File: src/hdl/srs_pkg.sv
`timescale 1ns / 1ps
// Shared types and constants of the sensor readout sequencer.
// Used by srs_calc and sensor_readout_sequencer; depends on nothing.
package srs_pkg;

  localparam int unsigned CAL_COUNT = 11;
  localparam int unsigned CAL_IDX_W = $clog2(CAL_COUNT);

  localparam logic [2:0] CMD_START = 3'd0;
  localparam logic [2:0] CMD_WRITE = 3'd1;
  localparam logic [2:0] CMD_READ  = 3'd2;
  localparam logic [2:0] CMD_STOP  = 3'd3;
  localparam logic [2:0] CMD_WAIT  = 3'd4;
  localparam logic [2:0] CMD_DONE  = 3'd5;

  localparam logic [4:0] POS_IDLE     = 5'd0;
  localparam logic [4:0] POS_ID       = 5'd1;
  localparam logic [4:0] POS_CAL0     = 5'd2;
  localparam logic [4:0] POS_UT_MEAS  = 5'(2 + 2 * CAL_COUNT);
  localparam logic [4:0] POS_UT_MSB   = 5'(3 + 2 * CAL_COUNT);
  localparam logic [4:0] POS_UT_LSB   = 5'(4 + 2 * CAL_COUNT);
  localparam logic [4:0] POS_UP_MEAS  = 5'(5 + 2 * CAL_COUNT);
  localparam logic [4:0] POS_UP_MSB   = 5'(6 + 2 * CAL_COUNT);
  localparam logic [4:0] POS_UP_LSB   = 5'(7 + 2 * CAL_COUNT);
  localparam logic [4:0] POS_STOPPING = 5'(8 + 2 * CAL_COUNT);

  localparam logic [7:0] DEV_ADDR_WR   = 8'hEE;
  localparam logic [7:0] DEV_ADDR_RD   = 8'hEF;
  localparam logic [7:0] REG_ID        = 8'hD0;
  localparam logic [7:0] REG_CTRL      = 8'hF4;
  localparam logic [7:0] CONV_TEMP     = 8'h2E;
  localparam logic [7:0] CONV_PRESS    = 8'h34;
  localparam logic [7:0] REG_DATA_MSB  = 8'hF6;
  localparam logic [7:0] REG_DATA_LSB  = 8'hF7;
  localparam logic [7:0] REG_CAL0      = 8'hAA;

  localparam logic [7:0] WAIT_RESET    = 8'd5;
  localparam logic [1:0] CFG_ADDR_WAIT = 2'd0;

  localparam logic [33:0] ROUND_BIAS   = 34'd8;

  typedef struct packed {
    logic [2:0] cmd;
    logic [7:0] arg;
  } issue_t;

  typedef struct packed {
    logic [15:0] ut;
    logic [15:0] ac5;
    logic [15:0] ac6;
    logic [15:0] mc;
    logic [15:0] md;
  } calc_in_t;

endpackage

File: src/hdl/srs_calc.sv
`timescale 1ns / 1ps
// Iterative temperature compensation unit built around one shared 34-bit adder.
// Runs a serial multiply and a restoring divide; depends on srs_pkg.
module srs_calc (
  input  logic              clk,
  input  logic              rst_n,
  input  logic              start,
  input  srs_pkg::calc_in_t operands,
  output logic              done,
  output logic [15:0]       temperature
);

  localparam logic [3:0] C_IDLE  = 4'd0;
  localparam logic [3:0] C_SUB   = 4'd1;
  localparam logic [3:0] C_MUL   = 4'd2;
  localparam logic [3:0] C_DEN   = 4'd3;
  localparam logic [3:0] C_ABS_N = 4'd4;
  localparam logic [3:0] C_ABS_D = 4'd5;
  localparam logic [3:0] C_DIV   = 4'd6;
  localparam logic [3:0] C_SIGN  = 4'd7;
  localparam logic [3:0] C_B5    = 4'd8;
  localparam logic [3:0] C_RND   = 4'd9;

  logic [3:0]  st_r, st_nxt;
  logic [4:0]  cnt_r, cnt_nxt;
  logic        done_r;

  logic [15:0] ut_r, ac5_r, ac6_r, mc_r, md_r;
  logic [16:0] a_r;
  logic [33:0] acc_r;
  logic [17:0] x1_r;
  logic [18:0] den_r;
  logic [18:0] dmag_r;
  logic [18:0] rem_r;
  logic [26:0] q_r;
  logic [27:0] x2_r;
  logic [15:0] temp_r;

  logic [33:0] op_a, op_b, sum;
  logic        sub;
  logic        q_neg;
  logic [15:0] sat;

  assign q_neg = mc_r[15] ^ den_r[18];

  always_comb begin
    op_a = '0;
    op_b = '0;
    sub  = 1'b0;
    unique case (st_r)
      C_SUB: begin
        op_a = {18'b0, ut_r};
        op_b = {18'b0, ac6_r};
        sub  = 1'b1;
      end
      C_MUL: begin
        op_a = {acc_r[32:0], 1'b0};
        op_b = ac5_r[cnt_r[3:0]] ? {{17{a_r[16]}}, a_r} : '0;
      end
      C_DEN: begin
        op_a = {{15{acc_r[33]}}, acc_r[33:15]};
        op_b = {{18{md_r[15]}}, md_r};
      end
      C_ABS_N: begin
        op_b = {{7{mc_r[15]}}, mc_r, 11'b0};
        sub  = mc_r[15];
      end
      C_ABS_D: begin
        op_b = {{15{den_r[18]}}, den_r};
        sub  = den_r[18];
      end
      C_DIV: begin
        op_a = {14'b0, rem_r, q_r[26]};
        op_b = {15'b0, dmag_r};
        sub  = 1'b1;
      end
      C_SIGN: begin
        op_b = {7'b0, q_r};
        sub  = q_neg;
      end
      C_B5: begin
        op_a = {{16{x1_r[17]}}, x1_r};
        op_b = {{6{x2_r[27]}}, x2_r};
      end
      C_RND: begin
        op_a = acc_r;
        op_b = srs_pkg::ROUND_BIAS;
      end
      default: begin
        op_a = '0;
      end
    endcase
  end

  assign sum = op_a + (sub ? ~op_b : op_b) + {33'b0, sub};

  always_comb begin
    if (sum[33:19] == {15{sum[33]}}) begin
      sat = sum[19:4];
    end else begin
      sat = sum[33] ? 16'h8000 : 16'h7FFF;
    end
  end

  always_comb begin
    st_nxt  = st_r;
    cnt_nxt = cnt_r;
    unique case (st_r)
      C_IDLE: begin
        if (start) begin
          st_nxt = C_SUB;
        end
      end
      C_SUB: begin
        st_nxt  = C_MUL;
        cnt_nxt = 5'd15;
      end
      C_MUL: begin
        if (cnt_r == 5'd0) begin
          st_nxt = C_DEN;
        end else begin
          cnt_nxt = cnt_r - 5'd1;
        end
      end
      C_DEN:   st_nxt = C_ABS_N;
      C_ABS_N: st_nxt = C_ABS_D;
      C_ABS_D: begin
        cnt_nxt = 5'd26;
        st_nxt  = (den_r == '0) ? C_B5 : C_DIV;
      end
      C_DIV: begin
        if (cnt_r == 5'd0) begin
          st_nxt = C_SIGN;
        end else begin
          cnt_nxt = cnt_r - 5'd1;
        end
      end
      C_SIGN:  st_nxt = C_B5;
      C_B5:    st_nxt = C_RND;
      C_RND:   st_nxt = C_IDLE;
      default: st_nxt = C_IDLE;
    endcase
  end

  always_ff @(posedge clk) begin
    if (!rst_n) begin
      st_r   <= C_IDLE;
      cnt_r  <= '0;
      done_r <= 1'b0;
    end else begin
      st_r   <= st_nxt;
      cnt_r  <= cnt_nxt;
      done_r <= (st_r == C_RND);
    end
  end

  always_ff @(posedge clk) begin
    unique case (st_r)
      C_IDLE: begin
        if (start) begin
          ut_r  <= operands.ut;
          ac5_r <= operands.ac5;
          ac6_r <= operands.ac6;
          mc_r  <= operands.mc;
          md_r  <= operands.md;
        end
      end
      C_SUB: begin
        a_r   <= sum[16:0];
        acc_r <= '0;
      end
      C_MUL: acc_r <= sum;
      C_DEN: begin
        x1_r  <= acc_r[32:15];
        den_r <= sum[18:0];
      end
      C_ABS_N: q_r <= sum[26:0];
      C_ABS_D: begin
        dmag_r <= sum[18:0];
        rem_r  <= '0;
        if (den_r == '0) begin
          x2_r <= '0;
        end
      end
      C_DIV: begin
        if (!sum[33]) begin
          rem_r <= sum[18:0];
        end else begin
          rem_r <= {rem_r[17:0], q_r[26]};
        end
        q_r <= {q_r[25:0], ~sum[33]};
      end
      C_SIGN: x2_r   <= sum[27:0];
      C_B5:   acc_r  <= sum;
      C_RND:  temp_r <= sat;
      default: begin
        temp_r <= temp_r;
      end
    endcase
  end

  assign done        = done_r;
  assign temperature = temp_r;

endmodule

File: src/hdl/sensor_readout_sequencer.sv
`timescale 1ns / 1ps
// Each accepted request, a readout start or a completion of the last bus command, is answered
// with at most one bus command, normally in the cycle after it is taken. The completion that
// delivers the low byte of the raw temperature instead keeps in_tready low while srs_calc runs
// its shared adder through 16 multiply steps and 27 divide steps, skipping the divide when
// the divisor is zero; the next command then carries the compensated temperature. A finished
// result waits in the output register, and the next request is taken in the same cycle that
// the result is taken.
// Top level of the sequencer; depends on srs_pkg and srs_calc.
module sensor_readout_sequencer (
  input  logic        clk,
  input  logic        rst_n,
  input  logic        in_tvalid,
  output logic        in_tready,
  input  logic [15:0] in_tdata,   // ack [0], read_byte [8:1], zero [15:9]
  input  logic        in_tuser,   // mode [0]
  output logic        out_tvalid,
  input  logic        out_tready,
  output logic [63:0] out_tdata,  // command_arg [7:0], temperature [23:8],
                                  // raw_temperature [39:24], raw_pressure [55:40],
                                  // status [56], zero [63:57]
  output logic [2:0]  out_tuser,  // command [2:0]
  input  logic        cfg_psel,
  input  logic        cfg_penable,
  input  logic        cfg_pwrite,
  input  logic [1:0]  cfg_paddr,
  input  logic [31:0] cfg_pwdata,
  output logic [31:0] cfg_prdata,
  output logic        cfg_pready
);

  logic [4:0]  pos_r, pos_nxt;
  logic [2:0]  step_r, step_nxt;
  logic [15:0] cal_r [srs_pkg::CAL_COUNT];
  logic [15:0] rawt_r, rawt_nxt;
  logic [15:0] rawp_r, rawp_nxt;
  logic [15:0] temp_r, temp_nxt;
  logic        err_r, err_nxt;
  logic [7:0]  wait_r;
  logic        busy_r;

  logic        out_valid_r;
  logic [2:0]  out_cmd_r;
  logic [7:0]  out_arg_r;
  logic [15:0] out_temp_r, out_rawt_r, out_rawp_r;
  logic        out_stat_r;

  logic        in_fire, cfg_wr;
  logic        mode, ack;
  logic [7:0]  rd_byte;
  logic        idle_like, measure, was_write, at_last;
  logic        emit, calc_go, cal_store;
  srs_pkg::issue_t iss;
  logic [4:0]  cal_k;
  logic [srs_pkg::CAL_IDX_W-1:0] cal_w;

  srs_pkg::calc_in_t calc_ops;
  logic        calc_done;
  logic [15:0] calc_temp;

  function automatic srs_pkg::issue_t issue(input logic [4:0] pos, input logic [2:0] step,
                                            input logic [7:0] wait_ms);
    srs_pkg::issue_t r;
    logic [7:0] idx;
    if (pos == srs_pkg::POS_ID) begin
      idx = srs_pkg::REG_ID;
    end else if (pos == srs_pkg::POS_UT_MSB || pos == srs_pkg::POS_UP_MSB) begin
      idx = srs_pkg::REG_DATA_MSB;
    end else if (pos == srs_pkg::POS_UT_LSB || pos == srs_pkg::POS_UP_LSB) begin
      idx = srs_pkg::REG_DATA_LSB;
    end else begin
      idx = srs_pkg::REG_CAL0 + {3'b0, pos} - {3'b0, srs_pkg::POS_CAL0};
    end
    r = '{cmd: srs_pkg::CMD_START, arg: 8'd0};
    if (pos == srs_pkg::POS_UT_MEAS || pos == srs_pkg::POS_UP_MEAS) begin
      unique case (step)
        3'd0: r = '{cmd: srs_pkg::CMD_START, arg: 8'd0};
        3'd1: r = '{cmd: srs_pkg::CMD_WRITE, arg: srs_pkg::DEV_ADDR_WR};
        3'd2: r = '{cmd: srs_pkg::CMD_WRITE, arg: srs_pkg::REG_CTRL};
        3'd3: r = '{cmd: srs_pkg::CMD_WRITE,
                    arg: (pos == srs_pkg::POS_UT_MEAS) ? srs_pkg::CONV_TEMP
                                                       : srs_pkg::CONV_PRESS};
        default: r = '{cmd: srs_pkg::CMD_WAIT, arg: wait_ms};
      endcase
    end else begin
      unique case (step)
        3'd0: r = '{cmd: srs_pkg::CMD_START, arg: 8'd0};
        3'd1: r = '{cmd: srs_pkg::CMD_WRITE, arg: srs_pkg::DEV_ADDR_WR};
        3'd2: r = '{cmd: srs_pkg::CMD_WRITE, arg: idx};
        3'd3: r = '{cmd: srs_pkg::CMD_START, arg: 8'd0};
        3'd4: r = '{cmd: srs_pkg::CMD_WRITE, arg: srs_pkg::DEV_ADDR_RD};
        default: r = '{cmd: srs_pkg::CMD_READ, arg: 8'd0};
      endcase
    end
    return r;
  endfunction

  assign mode    = in_tuser;
  assign ack     = in_tdata[0];
  assign rd_byte = in_tdata[8:1];

  assign in_tready = !busy_r && (!out_valid_r || out_tready);
  assign in_fire   = in_tvalid && in_tready;

  assign idle_like = (pos_r == srs_pkg::POS_IDLE) || (pos_r > srs_pkg::POS_STOPPING);
  assign measure   = (pos_r == srs_pkg::POS_UT_MEAS) || (pos_r == srs_pkg::POS_UP_MEAS);
  assign was_write = measure ? (step_r >= 3'd1 && step_r <= 3'd3)
                             : (step_r == 3'd1 || step_r == 3'd2 || step_r == 3'd4);
  assign at_last   = measure ? (step_r >= 3'd4) : (step_r >= 3'd5);

  assign cal_k = pos_r - srs_pkg::POS_CAL0;
  assign cal_w = cal_k[srs_pkg::CAL_IDX_W:1];

  always_comb begin
    pos_nxt   = pos_r;
    step_nxt  = step_r;
    rawt_nxt  = rawt_r;
    rawp_nxt  = rawp_r;
    temp_nxt  = temp_r;
    err_nxt   = err_r;
    emit      = 1'b0;
    calc_go   = 1'b0;
    cal_store = 1'b0;
    iss       = '{cmd: srs_pkg::CMD_START, arg: 8'd0};
    if (idle_like) begin
      pos_nxt = srs_pkg::POS_IDLE;
      if (!mode) begin
        err_nxt  = 1'b0;
        rawt_nxt = '0;
        rawp_nxt = '0;
        temp_nxt = '0;
        pos_nxt  = srs_pkg::POS_ID;
        step_nxt = 3'd0;
        emit     = 1'b1;
        iss      = issue(srs_pkg::POS_ID, 3'd0, wait_r);
      end
    end else if (mode) begin
      emit = 1'b1;
      if (pos_r == srs_pkg::POS_STOPPING) begin
        pos_nxt  = srs_pkg::POS_IDLE;
        step_nxt = 3'd0;
        iss      = '{cmd: srs_pkg::CMD_DONE, arg: 8'd0};
      end else if (was_write && !ack) begin
        err_nxt  = 1'b1;
        pos_nxt  = srs_pkg::POS_STOPPING;
        step_nxt = 3'd0;
        iss      = '{cmd: srs_pkg::CMD_STOP, arg: 8'd0};
      end else if (!at_last) begin
        step_nxt = step_r + 3'd1;
        iss      = issue(pos_r, step_r + 3'd1, wait_r);
      end else begin
        step_nxt = 3'd0;
        if (pos_r >= srs_pkg::POS_CAL0 && pos_r < srs_pkg::POS_UT_MEAS) begin
          cal_store = 1'b1;
        end
        if (pos_r == srs_pkg::POS_UT_MSB) begin
          rawt_nxt = {rd_byte, 8'h00};
        end
        if (pos_r == srs_pkg::POS_UT_LSB) begin
          rawt_nxt = {rawt_r[15:8], rd_byte};
          calc_go  = 1'b1;
          emit     = 1'b0;
        end
        if (pos_r == srs_pkg::POS_UP_MSB) begin
          rawp_nxt = {rd_byte, 8'h00};
        end
        if (pos_r == srs_pkg::POS_UP_LSB) begin
          rawp_nxt = {rawp_r[15:8], rd_byte};
          pos_nxt  = srs_pkg::POS_STOPPING;
          iss      = '{cmd: srs_pkg::CMD_STOP, arg: 8'd0};
        end else begin
          pos_nxt = pos_r + 5'd1;
          iss     = issue(pos_r + 5'd1, 3'd0, wait_r);
        end
      end
    end
  end

  assign calc_ops = '{ut: rawt_nxt, ac5: cal_r[4], ac6: cal_r[5], mc: cal_r[9], md: cal_r[10]};

  srs_calc u_calc (
    .clk         (clk),
    .rst_n       (rst_n),
    .start       (in_fire && calc_go),
    .operands    (calc_ops),
    .done        (calc_done),
    .temperature (calc_temp)
  );

  assign cfg_wr = cfg_psel && cfg_penable && cfg_pwrite && cfg_pready;

  always_ff @(posedge clk) begin
    if (!rst_n) begin
      pos_r       <= srs_pkg::POS_IDLE;
      step_r      <= 3'd0;
      rawt_r      <= '0;
      rawp_r      <= '0;
      temp_r      <= '0;
      err_r       <= 1'b0;
      wait_r      <= srs_pkg::WAIT_RESET;
      busy_r      <= 1'b0;
      out_valid_r <= 1'b0;
    end else begin
      if (cfg_wr && cfg_paddr == srs_pkg::CFG_ADDR_WAIT) begin
        wait_r <= cfg_pwdata[7:0];
      end
      if (calc_done) begin
        busy_r      <= 1'b0;
        temp_r      <= calc_temp;
        out_valid_r <= 1'b1;
      end else if (in_fire) begin
        pos_r       <= pos_nxt;
        step_r      <= step_nxt;
        rawt_r      <= rawt_nxt;
        rawp_r      <= rawp_nxt;
        temp_r      <= temp_nxt;
        err_r       <= err_nxt;
        busy_r      <= calc_go;
        out_valid_r <= emit;
      end else if (out_tready) begin
        out_valid_r <= 1'b0;
      end
    end
  end

  always_ff @(posedge clk) begin
    if (in_fire && cal_store) begin
      if (!cal_k[0]) begin
        cal_r[cal_w][15:8] <= rd_byte;
      end else begin
        cal_r[cal_w][7:0] <= rd_byte;
      end
    end
  end

  always_ff @(posedge clk) begin
    if (calc_done) begin
      out_cmd_r  <= srs_pkg::CMD_START;
      out_arg_r  <= 8'd0;
      out_temp_r <= calc_temp;
      out_rawt_r <= rawt_r;
      out_rawp_r <= rawp_r;
      out_stat_r <= err_r;
    end else if (in_fire && emit) begin
      out_cmd_r  <= iss.cmd;
      out_arg_r  <= iss.arg;
      out_temp_r <= temp_nxt;
      out_rawt_r <= rawt_nxt;
      out_rawp_r <= rawp_nxt;
      out_stat_r <= err_nxt;
    end
  end

  assign out_tvalid = out_valid_r;
  assign out_tuser  = out_cmd_r;
  assign out_tdata  = {7'b0, out_stat_r, out_rawp_r, out_rawt_r, out_temp_r, out_arg_r};

  assign cfg_pready = 1'b1;
  assign cfg_prdata = (cfg_paddr == srs_pkg::CFG_ADDR_WAIT) ? {24'b0, wait_r} : 32'b0;

  a_busy_blocks_input: assert property (@(posedge clk) disable iff (!rst_n)
    busy_r |-> !in_tready)
    else $error("request accepted while the temperature unit is busy");

  a_done_only_when_busy: assert property (@(posedge clk) disable iff (!rst_n)
    calc_done |-> busy_r)
    else $error("temperature unit finished without a pending computation");

  a_done_emits_start: assert property (@(posedge clk) disable iff (!rst_n)
    calc_done |=> out_tvalid && out_tuser == srs_pkg::CMD_START)
    else $error("finished computation did not present the pressure start command");

  a_stopping_step_zero: assert property (@(posedge clk) disable iff (!rst_n)
    (pos_r == srs_pkg::POS_STOPPING) |-> (step_r == 3'd0))
    else $error("bus step not cleared on the way to stop");

endmodule
File: config.mk
export PLATFORM = sky130hd
export DESIGN_NAME = sensor_readout_sequencer
export DESIGN_NICKNAME = d
export VERILOG_FILES = /design/src/hdl/srs_pkg.sv /design/src/hdl/srs_calc.sv /design/src/hdl/sensor_readout_sequencer.sv
export SDC_FILE = /design/constraint.sdc
export NUM_CORES = 1
export LEC_CHECK = 0
export BUFFER_PORTS_ARGS = -buffer_cell sky130_fd_sc_hd__buf_2
export CORE_ASPECT_RATIO = 1.75
export CORE_UTILIZATION = 40
export CTS_CLUSTER_SIZE = 28
export DETAILED_ROUTE_END_ITERATION = 12
export HOLD_SLACK_MARGIN = 0.15
export MAX_ROUTING_LAYER = met4
export PLACE_DENSITY_LB_ADDON = 0.08
export SETUP_SLACK_MARGIN = 0.5
export SKIP_CTS_REPAIR_TIMING = 1
export SLEW_MARGIN = 25
export SYNTH_ARGS = -nofsm -noshare
export SYNTH_HDL_FRONTEND = slang
export SYNTH_SLANG_ARGS = --single-unit
File: constraint.sdc
create_clock -name clk -period 7 [get_ports clk]
set_input_delay 1.4 -clock clk [delete_from_list [all_inputs] [get_ports clk]]
set_output_delay 1.4 -clock clk [all_outputs]
set_load 0.05 [all_outputs]
==> run summary, run 1 <==
outcome -> complete, no violations
H-tree depth -> 2
vias per cell -> 5.83
Final setup viols -> 0
R2R depth -> 18
adder-cell share of the synthesized area -> 2.58%
Worst Hold Path EP -> u_calc.ac5_r[7]$_DFFE_PP_
critical path type -> flop to flop
final wirelength -> 70300 um
Final Cycle Share -> 89.3%
Starting Density -> 40.7%
Switching Fraction -> 42.9%
Seq pwr share -> 34.0%
WP data arrival -> 6660 ps
n_diodes -> 0
hold path cells -> 0
CTS Buf Count -> 45
register area -> 0.0135 mm2
Antenna Violating Nets Remaining -> 0
Final Hold Viols -> 0
Max Fclk -> 160 MHz
total die area -> 0.0575 mm2
internal power -> 7.02 mW
Hold Startpoint -> cal_r[4][7]$_DFFE_PP_
root buffer cell -> clkbuf_16
largest net degree at the start of global routing -> 91
layout cells sized above 1 -> 14.1%
count of cell types in the netlist -> 83
count of buffers from port buffering -> 96
mean area per synthesized cell -> 11.6 um2
Clock Latency Late Sink -> 600 ps
clk slew on worst S/H paths -> 70 ps
max cap viols -> 0
Layout Utilization -> 46.0%
sw power -> 5.28 mW
Synth Register Bits -> 478
GR Util All Layers -> 25.2%
compound-gate portion of the synthesized area -> 16.4%
Sink Count -> 478
cell mode on critical path -> buf_4
number of synthesized flops with an enable pin -> 390
clock skew -> 30.5 ps
Mapped Cells -> 1945
first-pass GRT wire length -> 104000 um
peak supply drop -> 0.253 mV
mux contribution to synthesized area -> 1.86%
WL/cell -> 25.4 um
Clock Tree Buf Depth -> 3
Layout fillers -> 5116
r2r endpoint -> u_calc.temperature[3]$_DFFE_PN_
RR Startpoint -> u_calc.st_r[3]$_SDFFE_PN0P_
Row Count -> 114
total chip power -> 12.3 mW
Pleak -> 9.40 nW
simple-gate share of the synthesized area -> 13.4%
critical-path cell list -> or3b_1 > o32ai_1 > a221o_1 > o31a_1 > or2_2 > fa_1 > nor2b_1 > o21ai_1 > a311o_1 > and4_1 > or3_1 > a2111o_1 > nor4b_1 > buf_4 > nand4_1 > or4_1 > buf_4 > a22oi_1
hold crit path type -> flop to flop
data required time of the worst path -> 7410 ps
slowest stage delay, CP -> 600 ps
combinational power share -> 45.2%
die width -> 182 um
cell family with the largest share of critical-path delay -> simple AND/OR/NAND/NOR gates
min cycle time layout -> 6250 ps
warning count from the yosys run -> 0
global route overflow -> 0
CTS tree -> done
routed vias -> 16.1k
WP depth -> 18
Pwr Density -> 482 mW/mm2
Die Span Y -> 316 um
register area share after synthesis -> 59.6%
Hold WS -> 412 ps
IO Pins -> 160
setup TNS -> 0 ps
xor and xnor area share after synthesis -> 2.24%
RSZ-0062 raised after global routing -> no
R2R setup slack -> 750 ps
layout net count -> 2134
# DRC -> 0
DRT Pass-1 Iters -> 10
multi-input combinational cell area -> 0.00849 mm2
Area growth syn-to-layout -> 12.9%
hpwl dp -> 51100 um
Max Slew Vio Count -> 0
vias in the first global route -> 16.2k
clock power share -> 20.8%
WP buf/inv -> 2
gpl congestion -> 0.951
Crit-path slowest cell -> or3b_1
Synth Flop Type -> edfxtp_1
CORE AREA -> 0.0555 mm2
crit end category -> flop
Netlist Area Pre-Place -> 0.0226 mm2
Initial DRC Count -> 1499
Post-synth ARST share -> 0%
worst-path fanout max -> 15
Worst slew margin -> 29.1%
Startpoint Class -> flop
measured slew at the worst slew-check pin -> 1060 ps
antenna violations before repair -> 0
largest family of logic cells by synthesized area -> compound AO/OA/AOI/OAI gates
-- routing by layer --
layer / global-route usage (%) / up-vias / wire [um]
met5: - / - / 0
met4: 11.9 / 0 / 3330
li1: - / 7488 / -
met1: 26.3 / 8021 / 25800
met3: 2.41 / 121 / 2610
met2: 47.2 / 490 / 38600
-- cell usage after synthesis, drive strengths merged (8+ instances only) --
cell	instances	area [um2]
edfxtp	390	11700
nand2	187	702
nor2	166	623
o21ai	112	561
a21oi	93	469
clkbuf	90	338
dfxtp	88	1760
a22oi	63	523
nand3	61	305
a222oi	54	541
buf	51	344
inv	48	180
ha	45	563
nor2b	34	213
nand2b	33	206
xnor2	32	288
a22o	31	272
and2	25	156
xor2	25	219
mux2i	24	240
a21o	23	173
nor3b	22	165
nor3	20	111
o211a	20	200
nand4	17	106
mux2	16	180
a221o	15	150
a211oi	11	82.6
a21boi	9	67.6
and3	9	56.3
nor4	9	71.3
a31oi	8	50.1
-- worst max path at each step --
stage / to / start / slack (ps)
floorplan: u_calc.temperature[11]$_DFFE_PN_ / u_calc.st_r[0]$_SDFFE_PN0P_ / 720
global placement: u_calc.temperature[4]$_DFFE_PN_ / u_calc.st_r[3]$_SDFFE_PN0P_ / 610
detailed placement: u_calc.temperature[3]$_DFFE_PN_ / u_calc.st_r[1]$_SDFFE_PN0P_ / 610
CTS: u_calc.temperature[3]$_DFFE_PN_ / u_calc.st_r[1]$_SDFFE_PN0P_ / 560
global route: u_calc.temperature[3]$_DFFE_PN_ / u_calc.st_r[3]$_SDFFE_PN0P_ / 500
finish: u_calc.temperature[3]$_DFFE_PN_ / u_calc.st_r[3]$_SDFFE_PN0P_ / 750
-- placed cells by master (no fill, tap or decap), types with 11 or more instances in the layout --
cell type  Yosys  final
and2_1        25     24
o21ai_0      108    105
mux2i_1       24     24
nand2_1      187    187
a22oi_1       53     53
dfxtp_1       88     84
mux2_2        16     16
buf_4         34     47
nor2_1       166    161
a222oi_1      54     54
inv_1         47     46
conb_1         2     32
clkbuf_1      90     14
ha_1          45     43
clkbuf_16      0     46
nor2b_1       34     34
a221o_1       15     15
a211oi_1      11     11
nor3b_1       22     21
nand2b_1      33     32
xor2_1        25     25
nand3_1       61     60
nand4_1       17     17
a21o_1        23     23
a21oi_1       92     92
edfxtp_1     390    390
o211a_1       20     20
buf_2          8     96
xnor2_1       31     30
a22o_1        31     31
nor3_1        19     17
-- power by group through the flow --
stage / Clock (mW) / Sequential [mW] / Combinational, mW
floorplan: 0 / 4.27 / 3.30
global placement: 0 / 4.22 / 5.47
detailed placement: 0 / 4.23 / 5.51
CTS: 2.62 / 4.17 / 5.55
global route: 2.71 / 4.20 / 5.95
finish: 2.56 / 4.18 / 5.56
-- kinds of logic (layout without fill, tap and decap cells) --
family / after synthesis / after routing
AO/OA/AOI/OAI: 508 / 508
XOR/XNOR: 57 / 57
adder cells (fa/ha/maj): 46 / 46
buffers and inverters: 190 / 282
flip-flops: 478 / 478
multiplexers: 40 / 40
other: 2 / 32
AND/OR/NAND/NOR: 624 / 624
-- stage by stage --
stage	area (um2)	cells	worst slack [ps]
finish	25500	2763	749
CTS	25500	2763	557
detailed placement	24000	2679	614
floorplan	22700	1975	724
global route	25500	2763	503
global placement	23900	2679	608
-- area by class of cell --
type / instances / area share (%)
inverter: 49 / 0.721
clock inverter: 22 / 1.19
sequential: 478 / 52.8
multi-input combinational: 1307 / 33.3
tap: 696 / 3.41
clock buffer: 62 / 4.83
timing repair buffer: 149 / 3.74
-- flip-flops by register name, indices dropped and copies added (netlist names), 17 cells and up --
register	count
u_calc.a_r	17
u_calc.dmag_r	19
u_calc.acc_r	34
u_calc.x1_r	18
u_calc.rem_r	19
u_calc.q_r	27
u_calc.den_r	19
u_calc.x2_r	28
cal_r	64
Note: power is estimated with default switching activity, not from simulation.
==> run 2, diff against run 1 <==
--- a/config.mk
+++ b/config.mk
@@ -13,6 +13,7 @@
 export HOLD_SLACK_MARGIN = 0.15
 export MAX_ROUTING_LAYER = met4
 export PLACE_DENSITY_LB_ADDON = 0.08
+export REMOVE_ABC_BUFFERS = 1
 export SETUP_SLACK_MARGIN = 0.5
 export SKIP_CTS_REPAIR_TIMING = 1
 export SLEW_MARGIN = 25
==> run summary, run 2 (synthesis gave the netlist of run 1 again) <==
layout cells sized above 1 -> 14.6%
CTS tree -> done
critical path type -> flop to flop
r2r endpoint -> u_calc.temperature[4]$_DFFE_PN_
hpwl dp -> 51800 um
Clock Latency Late Sink -> 580 ps
first-pass GRT wire length -> 106000 um
hold crit path type -> flop to flop
R2R setup slack -> 850 ps
CTS Buf Count -> 44
clk slew on worst S/H paths -> 70 ps
vias per cell -> 5.86
IO Pins -> 160
Most flops, register -> cal_r
Die Span Y -> 316 um
GR Util All Layers -> 25.7%
WL/cell -> 25.6 um
clock skew -> 16.3 ps
root buffer cell -> clkbuf_16
# DRC -> 0
Hold WS -> 413 ps
gpl congestion -> 0.949
Startpoint Class -> flop
antenna violations before repair -> 0
min cycle time layout -> 6150 ps
most frequent cells in the layout -> edfxtp_1 (390), nand2_1 (186), nor2_1 (161)
peak supply drop -> 0.223 mV
data required time of the worst path -> 7400 ps
worst-path fanout max -> 19
largest net degree at the start of global routing -> 75
Worst Setup EP -> u_calc.temperature[4]$_DFFE_PN_
Row Count -> 114
final wirelength -> 71300 um
Sink Count -> 478
WP data arrival -> 6550 ps
register area -> 0.0135 mm2
setup TNS -> 0 ps
R2R depth -> 19
Layout Utilization -> 46.1%
Final Cycle Share -> 87.9%
DRT Pass-1 Iters -> 9
Final setup viols -> 0
H-tree depth -> 2
Worst slew margin -> 23.8%
CORE AREA -> 0.0555 mm2
max cap viols -> 0
global route overflow -> 0
total die area -> 0.0575 mm2
count of buffers from port buffering -> 96
final worst setup slack -> 847 ps
multi-input combinational cell area -> 0.00848 mm2
RSZ-0062 raised after global routing -> no
crit end category -> flop
Regs by FF count -> cal_r (64), u_calc.acc_r (34), u_calc.x2_r (28)
Antenna Violating Nets Remaining -> 0
Layout fillers -> 5159
Area growth syn-to-layout -> 13.1%
Final Hold Viols -> 0
most common cell after layout, fill and taps aside -> edfxtp_1
die width -> 182 um
Initial DRC Count -> 1585
Max Slew Vio Count -> 0
Largest register FFs -> 64
Max Fclk -> 163 MHz
Starting Density -> 40.7%
routed vias -> 16.3k
Pleak -> 9.46 nW
Pwr Density -> 485 mW/mm2
layout net count -> 2155
pre-CTS WS -> 645 ps
worst setup path start -> u_calc.st_r[2]$_SDFFE_PN0P_
outcome -> complete, no violations
RR Startpoint -> u_calc.st_r[2]$_SDFFE_PN0P_
measured slew at the worst slew-check pin -> 1130 ps
Clock Tree Buf Depth -> 3
vias in the first global route -> 16.5k
[run 2: cell count changes in the layout (fill, tap and decap cells not counted), moves of 4 or more]
cell      before  now
buf_4         47   71
clkbuf_8       2    6
clkbuf_1      14   10
clkinv_2       9    3
clkinv_1       0    7
[run 2: worst min-delay path by stage]
stage / from / endpoint / slack [ps] / depth (start not counted)
final: cal_r[5][8]$_DFFE_PP_ / u_calc.ac6_r[8]$_DFFE_PP_ / 410 / 0
after detailed placement: cal_r[4][15]$_DFFE_PP_ / u_calc.ac5_r[15]$_DFFE_PP_ / 400 / 0
after floorplan: cal_r[4][0]$_DFFE_PP_ / u_calc.ac5_r[0]$_DFFE_PP_ / 400 / 0
after global routing: cal_r[5][8]$_DFFE_PP_ / u_calc.ac6_r[8]$_DFFE_PP_ / 420 / 0
after CTS: cal_r[5][8]$_DFFE_PP_ / u_calc.ac6_r[8]$_DFFE_PP_ / 410 / 0
after global placement: cal_r[10][15]$_DFFE_PP_ / u_calc.md_r[15]$_DFFE_PP_ / 400 / 0
[run 2: cell type report]
class | count | area share (%)
sequential | 478 | 52.7
clock inverter | 18 | 0.705
antenna | 1 | 0.00979
multi-input combinational | 1307 | 33.2
clock buffer | 62 | 4.97
inverter | 49 | 0.720
tap | 696 | 3.41
timing repair buffer | 171 | 4.28
[run 2: critical path, stage by stage, from the launching register on]
cell and delay (ps):
dfxtp_1 320, buf_4 330, nand2b_1 190, nor2_2 670, a222oi_1 250, nand2_1 100, a21oi_1 60, xor2_1 190
fa_1 480, nor2b_1 180, o21ai_1 210, a311o_1 570, and4_1 240, or3_1 330, a2111o_1 440, nor4b_1 270
nand4_1 150, or4_1 480, buf_4 250, a22oi_1 230
[run 2: per-layer routing]
metal  share of wire, %  global-route usage (%)  up-vias
met5                  0                       -        -
li1                   -                       -     7512
met3                4.1                    2.38      142
met1                 36                    26.9     8104
met4                5.4                    13.2        0
met2                 54                    47.6      550
[run 2: through the flow]
| stage | power (mW) | area (um2) | std cells |
|---|---|---|---|
| after floorplan | 7.49 | 22000 | 1834 |
| after global placement | 9.92 | 24100 | 2701 |
| after detailed placement | 9.96 | 24100 | 2701 |
| after CTS | 12.5 | 25500 | 2781 |
| after global routing | 13.0 | 25600 | 2781 |
| final | 12.4 | 25600 | 2782 |
[run 2: power breakdown]
part | internal (mW) | switching [mW]
clock network | 1.38 | 1.07
logic | 1.83 | 3.96
registers | 3.90 | 0.247
==> run 3, diff against run 2 <==
--- a/config.mk
+++ b/config.mk
@@ -5,7 +5,9 @@
 export SDC_FILE = /design/constraint.sdc
 export NUM_CORES = 1
 export LEC_CHECK = 0
+export ABC_AREA = 1
 export BUFFER_PORTS_ARGS = -buffer_cell sky130_fd_sc_hd__buf_2
+export CAP_MARGIN = 0
 export CORE_ASPECT_RATIO = 1.75
 export CORE_UTILIZATION = 40
 export CTS_CLUSTER_SIZE = 28
==> run summary, run 3 <==
Pwr Density -> 346 mW/mm2
WL/cell -> 22.9 um
global route overflow -> 0
dpl cells -> 3200
top-count cell post-synth -> nand2_1
Regs by FF count -> cal_r (64), u_calc.acc_r (34), u_calc.x2_r (28)
warning count from the yosys run -> 0
total die area -> 0.0590 mm2
Pleak -> 10.5 nW
Most flops, register -> cal_r
Area growth syn-to-layout -> 11.5%
critical path type -> flop to flop
Startpoint Class -> flop
outcome -> complete, no violations
first-pass GRT wire length -> 111000 um
DRT Pass-1 Iters -> 8
min cycle time layout -> 5860 ps
CORE AREA -> 0.0573 mm2
Clock Latency Late Sink -> 570 ps
layout net count -> 2583
cell mode on critical path -> nand3_1
routed vias -> 17.6k
CTS Buf Count -> 44
GR Util All Layers -> 26.6%
Synth Register Bits -> 478
most frequent cells in the layout -> nand2_1 (465), edfxtp_1 (390), inv_1 (290)
Layout fillers -> 5555
CTS tree -> done
largest family of logic cells by synthesized area -> simple AND/OR/NAND/NOR gates
Synth Flop Type -> edfxtp_1
register area share after synthesis -> 58.1%
clk slew on worst S/H paths -> 70 ps
Die Span Y -> 321 um
Clock Tree Buf Depth -> 3
Final Hold Viols -> 0
Largest register FFs -> 64
hold crit path type -> flop to flop
adder-cell share of the synthesized area -> 2.51%
antenna violations before repair -> 0
Sink Count -> 478
vias in the first global route -> 17.6k
total chip power -> 8.96 mW
vias per cell -> 5.36
gpl congestion -> 0.979
number of synthesized flops with an enable pin -> 390
simple-gate share of the synthesized area -> 17.1%
Layout Cells excl Fill -> 3280
internal power -> 5.48 mW
final wirelength -> 75100 um
Mapped Cells -> 2391
Synth area leaders -> edfxtp_1 (50%), dfxtp_1 (7.6%), nand2_1 (7.6%), inv_1 (4.7%), o21ai_0 (4.1%)
crit end category -> flop
n_diodes -> 0
Max Slew Vio Count -> 0
largest net degree at the start of global routing -> 83
Max Fclk -> 171 MHz
data required time of the worst path -> 7310 ps
measured slew at the worst slew-check pin -> 1000 ps
Crit-path slowest cell -> xnor2_1
Final Cycle Share -> 83.8%
area share of the largest cell type after synthesis -> 50.5%
Switching Fraction -> 38.9%
IO Pins -> 160
Final setup viols -> 0
Row Count -> 116
# DRC -> 0
slowest stage delay, CP -> 580 ps
combinational power share -> 32.6%
Netlist Area Pre-Place -> 0.0232 mm2
count of buffers from port buffering -> 96
die width -> 184 um
Post-synth ARST share -> 0%
Seq pwr share -> 40.6%
Worst slew margin -> 32.9%
WP data arrival -> 6170 ps
sw power -> 3.48 mW
Antenna Violating Nets Remaining -> 0
count of cell types in the netlist -> 58
H-tree depth -> 2
worst-path fanout max -> 16
clock skew -> 14.0 ps
Initial DRC Count -> 1216
Starting Density -> 40.5%
RSZ-0062 raised after global routing -> no
layout cells sized above 1 -> 11.3%
hpwl dp -> 56200 um
mux contribution to synthesized area -> 0%
area leader, netlist -> edfxtp_1
Synth top cells by count -> nand2_1 (467), edfxtp_1 (390), inv_1 (290)
clock power share -> 26.8%
root buffer cell -> clkbuf_16
xor and xnor area share after synthesis -> 1.92%
compound-gate portion of the synthesized area -> 12.6%
mean area per synthesized cell -> 9.71 um2
most common cell after layout, fill and taps aside -> nand2_1
max cap viols -> 0
peak supply drop -> 0.255 mV
==> run 3: changes by cell type after synthesis, moves of 33 or more <==
| cell | delta |
|---|---|
| nand2b_1 | -33 |
| nor2_1 | +37 |
| o22ai_1 | +34 |
| nor2b_1 | -34 |
| a222oi_1 | -54 |
| nand3_1 | +49 |
| o21ai_0 | +83 |
| inv_1 | +243 |
| nand2_1 | +280 |
==> run 3: metal layers <==
metal | vias up | wire [um] | part of all wire, % | track usage (%)
met5 | - | 0 | 0 | -
met4 | 0 | 4400 | 5.9 | 14.0
met3 | 174 | 2860 | 3.8 | 2.58
met2 | 524 | 40600 | 54 | 49.4
met1 | 8542 | 27200 | 36 | 27.2
li1 | 8328 | - | - | -
==> run 3: cell type report <==
cell class	instances	area (um2)	share of cell area, %
Sequential cell	478	13500	52.1
Multi-Input combinational cell	1514	8080	31.2
Clock buffer	55	1180	4.58
Inverter	310	1170	4.52
Tap cell	767	960	3.71
Timing Repair Buffer	131	781	3.02
Clock inverter	25	220	0.851
==> run 3: cell families after synthesis <==
kind of cell / after synthesis
and+or+nand+nor: 901
xor gates and xnor gates: 51
AOI/OAI and AO/OA: 484
DFF: 478
adders and majority gates: 46
other: 2
buffers and inverters: 429
==> run 3: per-stage QoR <==
step	hold WS [ps]	area, um2	worst slack [ps]	setup TNS, ps	utilization [%]
6_report	410	25900	1140	0	45.1
5_1_grt	420	25900	752	0	45.1
4_1_cts	412	25900	1140	0	45.1
3_5_place_dp	405	24500	1180	0	42.7
3_3_place_gp	401	24500	1250	0	42.7
2_1_floorplan	400	22700	-3820	-305430	-
==> run 3: power groups by stage <==
stage / Clock (mW) / Combinational, mW / Sequential, mW
5_1_grt: 2.55 / 3.17 / 3.66
3_3_place_gp: 0 / 2.89 / 3.69
4_1_cts: 2.45 / 2.93 / 3.64
2_1_floorplan: 0 / 1.53 / 4.05
6_report: 2.40 / 2.92 / 3.64
3_5_place_dp: 0 / 2.91 / 3.69
==> run 3: worst paths after layout <==
kind	from	to	slack, ps	cells after the start
setup / recovery	u_calc.cnt_r[0]$_SDFFE_PN0P_	u_calc.temperature[10]$_DFFE_PN_	1140	27
hold / removal	cal_r[4][11]$_DFFE_PP_	u_calc.ac5_r[11]$_DFFE_PP_	410	0
setup reg to reg	u_calc.cnt_r[0]$_SDFFE_PN0P_	u_calc.temperature[10]$_DFFE_PN_	1140	27
hold reg to reg	cal_r[4][11]$_DFFE_PP_	u_calc.ac5_r[11]$_DFFE_PP_	410	0
==> run 3: critical path: cells and delay by family (launching register included) <==
family                   cells  cell delay (ps)
flip-flops                   1              520
adder cells (fa/ha/maj)      1              380
buffers and inverters        2              390
AO/OA/AOI/OAI                5             1060
XOR/XNOR                     2              840
AND/OR/NAND/NOR             17             2380
